**src/design/assert_macros.svh**
```systemverilog
// ----------------------------------------------------------------------------
// Assertion macros
// Shared helpers for concurrent assertions sampled on the rising clock edge.
// ----------------------------------------------------------------------------
`ifndef ASSERT_MACROS_SVH
`define ASSERT_MACROS_SVH

// Checked on every rising edge of clk, ignored while rst is high.
`define ASSERT_CLK(label, prop, msg) \
  label: assert property (@(posedge clk) disable iff (rst) (prop)) else $error(msg);

// Checked on every rising edge of clk, including during reset.
`define ASSERT_ALWAYS(label, prop, msg) \
  label: assert property (@(posedge clk) (prop)) else $error(msg);

`endif

```
**src/design/ffsa_pkg.sv**
```systemverilog
// ----------------------------------------------------------------------------
// ffsa_pkg
// Types and constants shared by the first-free slot allocator modules.
// ----------------------------------------------------------------------------
package ffsa_pkg;

  // Built table size and owner id width.
  localparam int SLOTS      = 64;
  localparam int OWNER_BITS = 16;

  // Fixed field widths of the channels.
  localparam int REQ_W   = 2;
  localparam int OWNER_W = 16;
  localparam int IDX_W   = 6;
  localparam int CAP_W   = 7;
  localparam int COUNT_W = 7;

  // Derived internal widths.
  localparam int SLOT_W = (SLOTS > 1) ? $clog2(SLOTS) : 1;
  localparam int CNT_W  = $clog2(SLOTS + 1);
  localparam int EC_W   = (CNT_W > CAP_W) ? CNT_W : CAP_W;

  localparam logic [CAP_W-1:0] CAP_RESET = CAP_W'(64);

  typedef enum logic [REQ_W-1:0] {
    REQ_ALLOC   = 2'd0,
    REQ_RELEASE = 2'd1,
    REQ_QUERY   = 2'd2,
    REQ_CLEAR   = 2'd3
  } req_kind_t;

  typedef struct packed {
    logic [REQ_W-1:0]   req_type;
    logic [OWNER_W-1:0] owner_id;
    logic [IDX_W-1:0]   slot_index;
  } req_t;

  typedef struct packed {
    logic               status;
    logic [IDX_W-1:0]   slot_out;
    logic [OWNER_W-1:0] owner_out;
    logic [COUNT_W-1:0] free_count;
    logic [COUNT_W-1:0] used_count;
  } rsp_t;

  // Commands from the controller to the datapath.
  typedef struct packed {
    logic capture;
    logic execute;
  } ffsa_cmd_t;

endpackage

```
**src/design/ffsa_ram.sv**
```systemverilog
// ----------------------------------------------------------------------------
// ffsa_ram
// Generic single-write, single-read RAM with a registered read port.
// ----------------------------------------------------------------------------
module ffsa_ram #(
  parameter int WIDTH = 16,
  parameter int DEPTH = 64
) (
  input  logic                                   clk,
  input  logic                                   we,
  input  logic [((DEPTH > 1) ? $clog2(DEPTH) : 1)-1:0] waddr,
  input  logic [WIDTH-1:0]                       wdata,
  input  logic                                   re,
  input  logic [((DEPTH > 1) ? $clog2(DEPTH) : 1)-1:0] raddr,
  output logic [WIDTH-1:0]                       rdata
);

  logic [WIDTH-1:0] mem [DEPTH];

  always_ff @(posedge clk) begin
    if (we) begin
      mem[waddr] <= wdata;
    end
    if (re) begin
      rdata <= mem[raddr];
    end
  end

endmodule

```
**src/design/ffsa_ctrl.sv**
```systemverilog
// ----------------------------------------------------------------------------
// ffsa_ctrl
// Sequencer: takes one item, runs it through the execute state, holds the result.
// ----------------------------------------------------------------------------
`include "assert_macros.svh"

module ffsa_ctrl (
  input  logic               clk,
  input  logic               rst,
  input  logic               req_valid,
  output logic               req_stall,
  output logic               rsp_valid,
  input  logic               rsp_stall,
  output ffsa_pkg::ffsa_cmd_t cmd
);

  typedef enum logic {
    ST_IDLE,
    ST_EXEC
  } state_t;

  state_t state;

  // A new item waits until the previous result has left or leaves now.
  assign req_stall = (state != ST_IDLE) || (rsp_valid && rsp_stall);

  always_comb begin
    cmd.capture = req_valid && !req_stall;
    cmd.execute = (state == ST_EXEC);
  end

  always_ff @(posedge clk) begin
    if (rst) begin
      state     <= ST_IDLE;
      rsp_valid <= 1'b0;
    end else begin
      unique case (state)
        ST_IDLE: begin
          if (rsp_valid && !rsp_stall) begin
            rsp_valid <= 1'b0;
          end
          if (cmd.capture) begin
            state <= ST_EXEC;
          end
        end
        ST_EXEC: begin
          rsp_valid <= 1'b1;
          state     <= ST_IDLE;
        end
        default: state <= ST_IDLE;
      endcase
    end
  end

  `ASSERT_CLK(a_capture_then_exec, cmd.capture |=> cmd.execute, "capture not followed by execute")
  `ASSERT_CLK(a_exec_gives_result, cmd.execute |=> rsp_valid, "execute did not present a result")
  `ASSERT_CLK(a_exec_needs_room, cmd.execute |-> !rsp_valid, "result register still full on execute")

endmodule

```
**src/design/ffsa_dp.sv**
```systemverilog
// ----------------------------------------------------------------------------
// ffsa_dp
// Datapath: busy map, used count, capacity, owner table and result register.
// ----------------------------------------------------------------------------
`include "assert_macros.svh"

module ffsa_dp (
  input  logic                           clk,
  input  logic                           rst,
  input  ffsa_pkg::ffsa_cmd_t            cmd,
  input  ffsa_pkg::req_t                 req,
  output ffsa_pkg::rsp_t                 rsp,
  input  logic                           cfg_we,
  input  logic [ffsa_pkg::CAP_W-1:0]     cfg_data
);

  localparam logic [ffsa_pkg::EC_W-1:0] SLOTS_EC = ffsa_pkg::EC_W'(ffsa_pkg::SLOTS);

  logic [ffsa_pkg::CAP_W-1:0]      capacity;
  logic [ffsa_pkg::SLOTS-1:0]      busy_map;
  logic [ffsa_pkg::SLOTS-1:0]      busy_map_next;
  logic [ffsa_pkg::CNT_W-1:0]      used_total;
  logic [ffsa_pkg::CNT_W-1:0]      used_total_next;
  ffsa_pkg::req_t                  cur;

  logic [ffsa_pkg::EC_W-1:0]       eff_cap;
  logic [ffsa_pkg::EC_W-1:0]       used_ext;
  logic [ffsa_pkg::SLOTS-1:0]      free_mask;
  logic                            found;
  logic [ffsa_pkg::SLOT_W-1:0]     grant;
  logic [ffsa_pkg::SLOT_W-1:0]     cur_addr;
  logic                            idx_in_range;
  logic [ffsa_pkg::OWNER_BITS-1:0] owner_kept;
  logic [ffsa_pkg::OWNER_BITS-1:0] table_rdata;
  logic                            table_we;
  ffsa_pkg::rsp_t                  rsp_next;

  // Owner table: read at capture so the entry is ready in the execute cycle.
  ffsa_ram #(
    .WIDTH (ffsa_pkg::OWNER_BITS),
    .DEPTH (ffsa_pkg::SLOTS)
  ) u_owner_table (
    .clk   (clk),
    .we    (table_we),
    .waddr (grant),
    .wdata (owner_kept),
    .re    (cmd.capture),
    .raddr (ffsa_pkg::SLOT_W'(req.slot_index)),
    .rdata (table_rdata)
  );

  always_comb begin
    eff_cap = (ffsa_pkg::EC_W'(capacity) < SLOTS_EC) ? ffsa_pkg::EC_W'(capacity) : SLOTS_EC;
    used_ext     = ffsa_pkg::EC_W'(used_total);
    cur_addr     = ffsa_pkg::SLOT_W'(cur.slot_index);
    idx_in_range = ffsa_pkg::EC_W'(cur.slot_index) < eff_cap;
    owner_kept   = ffsa_pkg::OWNER_BITS'(cur.owner_id);
    for (int i = 0; i < ffsa_pkg::SLOTS; i++) begin
      free_mask[i] = !busy_map[i] && (ffsa_pkg::EC_W'(i) < eff_cap);
    end
  end

  // Lowest free slot below the capacity.
  always_comb begin
    found = 1'b0;
    grant = '0;
    for (int i = ffsa_pkg::SLOTS - 1; i >= 0; i--) begin
      if (free_mask[i]) begin
        found = 1'b1;
        grant = ffsa_pkg::SLOT_W'(i);
      end
    end
  end

  always_comb begin
    busy_map_next   = busy_map;
    used_total_next = used_total;
    table_we        = 1'b0;
    rsp_next        = '0;
    rsp_next.status = 1'b1;
    unique case (ffsa_pkg::req_kind_t'(cur.req_type))
      ffsa_pkg::REQ_ALLOC: begin
        if (owner_kept != '0 && used_ext != eff_cap && found) begin
          table_we               = cmd.execute;
          busy_map_next[grant]   = 1'b1;
          used_total_next        = used_total + ffsa_pkg::CNT_W'(1);
          rsp_next.status        = 1'b0;
          rsp_next.slot_out      = ffsa_pkg::IDX_W'(grant);
        end
      end
      ffsa_pkg::REQ_RELEASE: begin
        if (idx_in_range && busy_map[cur_addr]) begin
          busy_map_next[cur_addr] = 1'b0;
          if (used_total != '0) begin
            used_total_next = used_total - ffsa_pkg::CNT_W'(1);
          end
          rsp_next.status    = 1'b0;
          rsp_next.owner_out = ffsa_pkg::OWNER_W'(table_rdata);
        end
      end
      ffsa_pkg::REQ_QUERY: begin
        if (idx_in_range) begin
          rsp_next.status = 1'b0;
          if (busy_map[cur_addr]) begin
            rsp_next.owner_out = ffsa_pkg::OWNER_W'(table_rdata);
          end
        end
      end
      ffsa_pkg::REQ_CLEAR: begin
        busy_map_next   = '0;
        used_total_next = '0;
        rsp_next.status = 1'b0;
      end
      default: ;
    endcase
    rsp_next.used_count = ffsa_pkg::COUNT_W'(used_total_next);
    if (eff_cap > ffsa_pkg::EC_W'(used_total_next)) begin
      rsp_next.free_count =
        ffsa_pkg::COUNT_W'(eff_cap - ffsa_pkg::EC_W'(used_total_next));
    end else begin
      rsp_next.free_count = '0;
    end
  end

  always_ff @(posedge clk) begin
    if (rst) begin
      capacity   <= ffsa_pkg::CAP_RESET;
      busy_map   <= '0;
      used_total <= '0;
    end else begin
      if (cfg_we) begin
        capacity <= cfg_data;
      end
      if (cmd.execute) begin
        busy_map   <= busy_map_next;
        used_total <= used_total_next;
      end
    end
  end

  always_ff @(posedge clk) begin
    if (cmd.capture) begin
      cur <= req;
    end
    if (cmd.execute) begin
      rsp <= rsp_next;
    end
  end

  // Every busy slot is counted once, including slots above a lowered capacity.
  `ASSERT_CLK(a_count_matches_map, $countones(busy_map) == int'(used_total), "used count off")
  `ASSERT_CLK(a_used_bounded, int'(used_total) <= ffsa_pkg::SLOTS, "used count above slots")
  `ASSERT_CLK(a_grant_is_free, (cmd.execute && table_we) |-> !busy_map[grant], "allocate granted a busy slot")

endmodule

```
**src/design/first_free_slot_allocator_unit.sv**
```systemverilog
// An accepted item enters the execute state; its result turns valid as that state ends.
// The owner table read is registered, so each item reads the table as it is captured,
// then decides and writes back in the execute state; no new item is taken meanwhile.
// A stalled result holds off the next item until it is taken.
// Reset (synchronous, rst high): all slots free, used count 0, capacity 64,
// no result pending. Owner table contents are left as they are.
// ----------------------------------------------------------------------------
// first_free_slot_allocator_unit
// First-fit slot allocator with an owner table, free and used counts.
// ----------------------------------------------------------------------------
module first_free_slot_allocator_unit (
  input  logic                       clk,
  input  logic                       rst,
  input  logic                       req_valid,
  output logic                       req_stall,
  input  ffsa_pkg::req_t             req,
  output logic                       rsp_valid,
  input  logic                       rsp_stall,
  output ffsa_pkg::rsp_t             rsp,
  input  logic                       cfg_valid,
  output logic                       cfg_ready,
  input  logic [ffsa_pkg::CAP_W-1:0] cfg_data
);

  ffsa_pkg::ffsa_cmd_t cmd;

  // Capacity writes are always taken.
  assign cfg_ready = 1'b1;

  ffsa_ctrl u_ctrl (
    .clk       (clk),
    .rst       (rst),
    .req_valid (req_valid),
    .req_stall (req_stall),
    .rsp_valid (rsp_valid),
    .rsp_stall (rsp_stall),
    .cmd       (cmd)
  );

  ffsa_dp u_dp (
    .clk      (clk),
    .rst      (rst),
    .cmd      (cmd),
    .req      (req),
    .rsp      (rsp),
    .cfg_we   (cfg_valid && cfg_ready),
    .cfg_data (cfg_data)
  );

endmodule
```
**config.mk**
```make
export PLATFORM = sky130hd
export DESIGN_NAME = first_free_slot_allocator_unit
export DESIGN_NICKNAME = d
export VERILOG_FILES = /design/src/design/ffsa_pkg.sv /design/src/design/ffsa_ram.sv /design/src/design/ffsa_ctrl.sv /design/src/design/ffsa_dp.sv /design/src/design/first_free_slot_allocator_unit.sv
export VERILOG_INCLUDE_DIRS = /design/src /design/src/design
export SDC_FILE = /design/constraint.sdc
export NUM_CORES = 1
export LEC_CHECK = 0
export BUFFER_PORTS_ARGS = -buffer_cell sky130_fd_sc_hd__buf_2
export CORE_ASPECT_RATIO = 1.5
export CORE_UTILIZATION = 55
export CTS_BUF_LIST = sky130_fd_sc_hd__clkbuf_8
export DETAILED_ROUTE_END_ITERATION = 7
export GPL_TIMING_DRIVEN = 1
export PLACE_DENSITY = 0.82
export SETUP_SLACK_MARGIN = 0.4
export SYNTH_ARGS = -nofsm -noshare
export SYNTH_HDL_FRONTEND = slang
export SYNTH_SLANG_ARGS = --single-unit
```
**constraint.sdc**
```tcl
create_clock -name clk -period 7.1 [get_ports clk]
set_clock_uncertainty 0.15 [all_clocks]
set_input_delay 1.065 -clock clk [delete_from_list [all_inputs] [get_ports clk]]
set_output_delay 1.065 -clock clk [all_outputs]
set_load 0.01 [all_outputs]
```
---- Word-level counts from Yosys, hierarchy flattened ----
Memory sizes are Yosys's and may differ from the RTL's. A register that Yosys moved wholly into a read port is not among the register bits.
Cells that the tools add are included.
W data, S select, Z words.
word-level totals
  flip-flop bits (word level) ............. 141
  memory bits (writable) .................. 1024
  input port bits ......................... 36
  output and inout bits ................... 40
  word-level logic and storage cells ...... 402
  memories kept ........................... 1
operators by class
  add/subtract/negate cells ............... 3
  order comparisons ....................... 71
  equal/unequal tests ..................... 7
  multiplexer cells ....................... 158
  bitwise gates (word level) .............. 4
  reductions and logical operators ........ 145
memories
  name                    depth  bits a word  read ports  clocked after Yosys merged registers in  wr ports  RTL line        RTL
  u_dp.u_owner_table.mem  64     16           1           1                                        1         ffsa_ram.sv:18  logic [WIDTH-1:0] mem [DEPTH];
operators with widths
  operator               number
  $mux W6                64
  $lt A6 B7 Y1 const A   32
  $pmux W64 S3           1
  $mux W64               2
  $lt A5 B7 Y1 const A   16
  $mux W1                75
  $logic_and A1 B1 Y1    72
  $logic_not A1 Y1       66
  $and A64 B64 Y64       1
  $not A64 Y64           1
  $or A64 B64 Y64        1
  $lt A4 B7 Y1 const A   8
  $mux W16               3
  $mux W7                5
  $pmux W16 S2           1
  $lt A3 B7 Y1 const A   4
  $pmux W7 S3            1
  $reduce_bool A16 Y1    1
  $lt A1 B7 Y1 const A   2
  $lt A2 B7 Y1 const A   2
  $lt A6 B7 Y1 const B   2
  $demux W1 S6           2
  $ge A6 B1 Y1 const B   2
  $add A7 B1 Y7 const B  1
  other kinds (19)       23

---- Depth between registers and ports, before layout ----
  depth after elaboration ................. 75
  depth in mapped cells ................... 26
  gate-level depth less buffers ........... 21

---- Cells and area by module ----
A second synthesis with hierarchy kept.
unflattened totals
  cell total of the unflattened synthesis .. 2989
  area total of the unflattened synthesis .. 50140.6 sq um
by module, submodules not included
  module                          times used  cells each  area each (sq um)  seq. area each (sq um)
  ffsa_ram                        1           1829        40202.3            31230.0
  ffsa_dp                         1           1150        9843.2             3393.3
  ffsa_ctrl                       1           8           83.8               40.0
  first_free_slot_allocator_unit  1           2           11.3               0.0

---- Worst setup path after synthesis ----
Ideal clock, no wire load.
  path kind ............................... flip-flop to flip-flop
  start ................................... reg u_dp.capacity[6] (netlist bit)
  end ..................................... reg u_dp.rsp[9] (netlist name)
  library setup time ...................... 0.270 ns
  arrival ................................. 4.697 ns
  required time ........................... 6.680 ns
  setup slack ............................. 1.983 ns
  stages on the path, launching flop included .. 27
  buffers on the path ..................... 5
  clock period less this slack ............ 5.117 ns
  cell sequence ........................... dfxtp_1 -> buf_6 -> buf_4 -> buf_6 -> buf_6 -> or2b_1 -> ha_1 -> a21o_1 -> a21o_1 -> a21oi_1 -> o22ai_1 -> or2_2 -> clkbuf_1 -> nand2b_1 -> a22o_1 -> nor2_1 -> o22a_1 -> ha_1 -> nor2b_1 -> o21ai_0 -> nand2b_1 -> a21o_1 -> a21o_1 -> a21o_1 -> a21o_1 -> o21ai_1 -> nor3_1
on the way
  longest elaborated chain between the ends .. 72
  elaborated cells between the ends (all ways) .. 204
  those cells by class .................... 1 x add/sub; 67 x order compare; 1 x eq/ne; 68 x mux; 67 x reduce/logical
ends and longest elaborated chain
  what                                                  RTL line                        RTL
  start: declaration                                    ffsa_dp.sv:19                   logic [ffsa_pkg::CAP_W-1:0] capacity;
  start signal: assignment                              ffsa_dp.sv:127                  capacity <= ffsa_pkg::CAP_RESET;
  start signal: assignment                              ffsa_dp.sv:132                  capacity <= cfg_data;
  $lt A7 B7 Y1                                          ffsa_dp.sv:53                   eff_cap = (ffsa_pkg::EC_W'(capacity) < SLOTS_EC) ? ffsa_pkg::EC_W'(capacity) : SLOTS_EC;
  $mux W7 *                                             ffsa_dp.sv:53
  $lt A6 B7 Y1                                          ffsa_dp.sv:59                   free_mask[i] = !busy_map[i] && (ffsa_pkg::EC_W'(i) < eff_cap);
  $logic_and A1 B1 Y1                                   ffsa_dp.sv:59
  $mux W1 (64 in series)                                ffsa_dp.sv:68                   if (free_mask[i]) begin
  $logic_and A1 B1 Y1                                   ffsa_dp.sv:83                   if (owner_kept != '0 && used_ext != eff_cap && found) begin
  $mux W7                                               ffsa_dp.sv:83
  $pmux W7 S3                                           ffsa_dp.sv:81                   unique case (ffsa_pkg::req_kind_t'(cur.req_type))
  $sub A7 B7 Y7 / $gt A7 B7 Y1 (equally long branches)  ffsa_dp.sv:119, ffsa_dp.sv:117
Mark *: on every way between the ends. The rest lies on a longest branch, timed or not.
A chain may end at the register's enable or synchronous reset.

==> results.txt <==
cells after synthesis -> 2,653
CP top delay family -> compound AO/OA/AOI/OAI gates
largest net degree at the start of global routing -> 102
WL met2 -> 69.07 mm
H-tree Lvls -> 4
Buffers on Ports -> 74
YS warnings -> 0
DIE HEIGHT -> 368.2 µm
Mapped Area -> 49,160 µm²
met1 WL -> 44.11 mm
Flop pwr share -> 0.569
placer congestion estimate -> 1.024
Max Cap Viol -> 0
initial antenna violation count -> 9
Comb pwr share -> 0.064
Slew @ Worst Pin -> 1244 ps
Sw Pwr -> 0.003128 W
TritonCTS clock tree -> yes
Core Util, Final -> 0.6172
worst path cell trace -> nor2b_1, inv_1, o21ai_1, a21boi_1, o21ai_0, nor3_1, a31oi_2, nand2_1, o21ai_0, nand2_1, o22ai_1, ha_1, nor2b_1, o21ai_0, nand2b_1, a21o_1, a21o_1, a21o_1, a21o_1, o21ai_1, nor3_1
Final HPWL DP -> 87.63 mm
R2R Setup Slk -> 760 ps
worst-case clock buffer depth -> 3
CP max stage delay -> 790 ps
synthesized area per cell -> 18.53 µm²
TNS Setup -> 0 ps
I/O pin total -> 76
post-route setup slack -> 762.2 ps
TritonCTS buffer count -> 163
max_slew headroom -> 0.1641
vias in the first global route -> 28.39k
share of layout cells above drive strength 1 -> 0.2722
critical path's most frequent cell -> a21o_1
Filler Cell Count -> 5,838
PD cells -> 249.1 nW/µm²
die span in x -> 246.1 µm
Sw Share -> 0.2312
final period utilization -> 0.8926
worst-skew pair later-pin latency -> 860 ps
crit path DAT -> 6780 ps
routed length per instance -> 32.27 µm
CP startpoint kind -> flop
Hold Crit Class -> input pin to flop
Setup crit end kind -> flop
CTS resizes -> 0
internal power -> 0.01040 W
Synth Flop Type -> edfxtp_1
setup bufs post-CTS -> 0
Via density -> 6.705
met3 wire len -> 10.21 mm
Multi-input gate area -> 13,650 µm²
number of library cell types mapped by synthesis -> 102
Clock transition at path regs -> 70 ps
number of flops mapped to enable cells by yosys -> 1,101
layout net count -> 2,904
Max Freq -> 0.1578 GHz
post-synthesis net count -> 2,710
Initial Utilization -> 0.5584
R2R Path Start -> u_dp.capacity[2]
clock sink count -> 1,181
Sequential cell area -> 34,670 µm²
ys async rst share -> 0
Total GRT Usage -> 0.3006
P&R area growth vs syn -> 10.51%
DR pass1 iterations -> 5
Core Area -> 88,030 µm²
Clock Power Share -> 0.366
DRT iter0 DRCs -> 3,055
drc violations -> 0
Routed Antenna Nets -> 0
Root Buffer -> clkbuf_8
R2R Path End -> u_dp.rsp[9]
CP max-delay cell -> dfxtp_1
global-route wire length before repair -> 192.3 mm
CP startpoint -> u_dp.capacity[2]
Die ar. -> 90,610 µm²
final worst path period need -> 6338 ps
RSZ-0062 raised after global routing -> no
Final Hold Fails -> 0
hold buffer count at cts -> 0
Required @ worst endpoint -> 7540 ps
Setup WS pre-CTS -> 909.4 ps
cell depth of the worst setup path -> 21
Routed WL -> 133.2 mm
Critical Path End -> u_dp.rsp[9]
status -> complete, no violations
Top Metal Used -> met5
fin. max-slew vios -> 0
worst path bufs/invs -> 1
Via Count -> 27.67k
static leakage -> 17.20 nW
Seq cells post-synth -> 1,181
Final setup viols -> 0
peak supply drop -> 0.2087 mV
total grt overflow -> 0
crit-path max FO -> 20
row cnt -> 133
worst reg-to-reg path cell count -> 21
Seq/Total Area, Yosys -> 0.7051
WS Path Type -> flop to flop
registers in the layout, summed over array words and instances, names as in the netlist:
register / cells
u_ctrl.rsp_valid: 1
u_ctrl.state: 1
u_dp.busy_map: 64
u_dp.capacity: 7
u_dp.cur: 2
u_dp.cur_addr: 6
u_dp.owner_kept: 16
u_dp.rsp: 37
u_dp.u_owner_table.mem: 1024
u_dp.u_owner_table.rdata: 16
u_dp.used_ext: 7
stage by stage:
| step | total power [W] | cells | hold slack, ps | area [µm²] |
|---|---|---|---|---|
| floorplan | 0.008394 | 2653 | 291.5 | 49160 |
| global placement | 0.008684 | 3829 | 343.6 | 51270 |
| global route | 0.01390 | 4124 | 176.8 | 54320 |
| detailed placement | 0.008715 | 3829 | 337.2 | 51270 |
| CTS | 0.01360 | 4123 | 158.5 | 54320 |
| finish | 0.01353 | 4127 | 229.5 | 54330 |
layer usage:
layer | up-vias | track usage
met3 | 507 | 0.06130
met5 | - | 0
li1 | 11393 | -
met1 | 14068 | 0.3430
met2 | 1700 | 0.5105
met4 | 4 | 0.1979
worst min-delay path by stage:
stage / cells past startpoint / from / slack (ps) / end
floorplan: 2 / u_dp.busy_map[1] / 290 / u_dp.busy_map[1]
global placement: 2 / u_dp.busy_map[43] / 340 / u_dp.busy_map[43]
detailed placement: 2 / u_dp.busy_map[43] / 340 / u_dp.busy_map[43]
CTS: 1 / req[15] / 160 / u_dp.owner_kept[9]
global route: 1 / req[15] / 180 / u_dp.owner_kept[9]
finish: 1 / req[15] / 230 / u_dp.owner_kept[9]
cell usage after synthesis (18+ instances only):
| library cell | n | area [µm²] |
|---|---|---|
| edfxtp_1 | 1101 | 33060 |
| mux4_2 | 344 | 7747 |
| inv_1 | 47 | 176.4 |
| nor3_1 | 22 | 110.1 |
| and2_1 | 27 | 168.9 |
| o21a_1 | 20 | 150.1 |
| nand3_1 | 25 | 125.1 |
| nor2b_1 | 22 | 137.6 |
| nand2_1 | 44 | 165.2 |
| a211oi_1 | 61 | 457.9 |
| o21ai_0 | 119 | 595.6 |
| buf_2 | 21 | 105.1 |
| nor2_1 | 138 | 518.0 |
| nand2b_1 | 18 | 112.6 |
| buf_1 | 33 | 123.9 |
| ha_1 | 20 | 250.2 |
| dfxtp_1 | 80 | 1602 |
| clkbuf_1 | 97 | 364.1 |
| a21oi_1 | 116 | 580.6 |
cell usage in the layout, fill, tap and decap left out, drive strengths merged, types with 12 or more instances in the layout:
cell type  netlist  layout
clkinv           0      57
edfxtp        1101    1101
mux2i           13      13
or2             16      16
inv             47     103
nand3           25      25
o21ai          124     124
nor2           138     138
nor4            12      12
clkbuf          99     166
o31ai           12      12
dfxtp           80      80
a211oi          61      61
ha              20      20
nand2b          18      18
nor2b           22      22
o211ai          12      12
nor3            28      28
and2            27      27
o22ai           14      14
mux4           344     344
a21oi          119     119
a21o            15      15
buf             65     193
o21a            20      20
nand2           45      45
a221oi          13      13
cell type report:
cell class                      count  share of cell area
Multi-Input combinational cell   1261              0.2513
Sequential cell                  1181              0.6381
Clock inverter                    128             0.01412
Antenna cell                        4           0.0001842
Inverter                           47            0.003247
Timing Repair Buffer              193             0.02460
Tap cell                         1147             0.02642
Clock buffer                      166             0.04205
worst register-to-register path, delay by kind of cell, from the launching register on:
kind | cells | cell delay, ps
flip-flops | 1 | 790
AO/OA/AOI/OAI | 12 | 3100
buffers and inverters | 1 | 420
AND/OR/NAND/NOR | 7 | 1360
adder cells (fa/ha/maj) | 1 | 240
power groups by stage:
stage                     clock network (W)  registers [W]  logic, W
after floorplan                           0        0.00788  0.000511
after global placement                    0        0.00785  0.000837
after detailed placement                  0        0.00785  0.000867
after CTS                           0.00503        0.00770  0.000868
after global routing                0.00529        0.00770  0.000913
final                               0.00496        0.00770  0.000872
kinds of logic after synthesis:
group	count (synthesis)	share of synthesized area
XOR/XNOR	7	0.001247
adder cells (fa/ha/maj)	21	0.005498
multiplexers	360	0.1609
flip-flops	1181	0.7051
other	1	0.00007628
AND/OR/NAND/NOR	394	0.04464
buffers and inverters	211	0.01784
AO/OA/AOI/OAI	478	0.06465
Note: power is estimated with default switching activity, not from simulation.
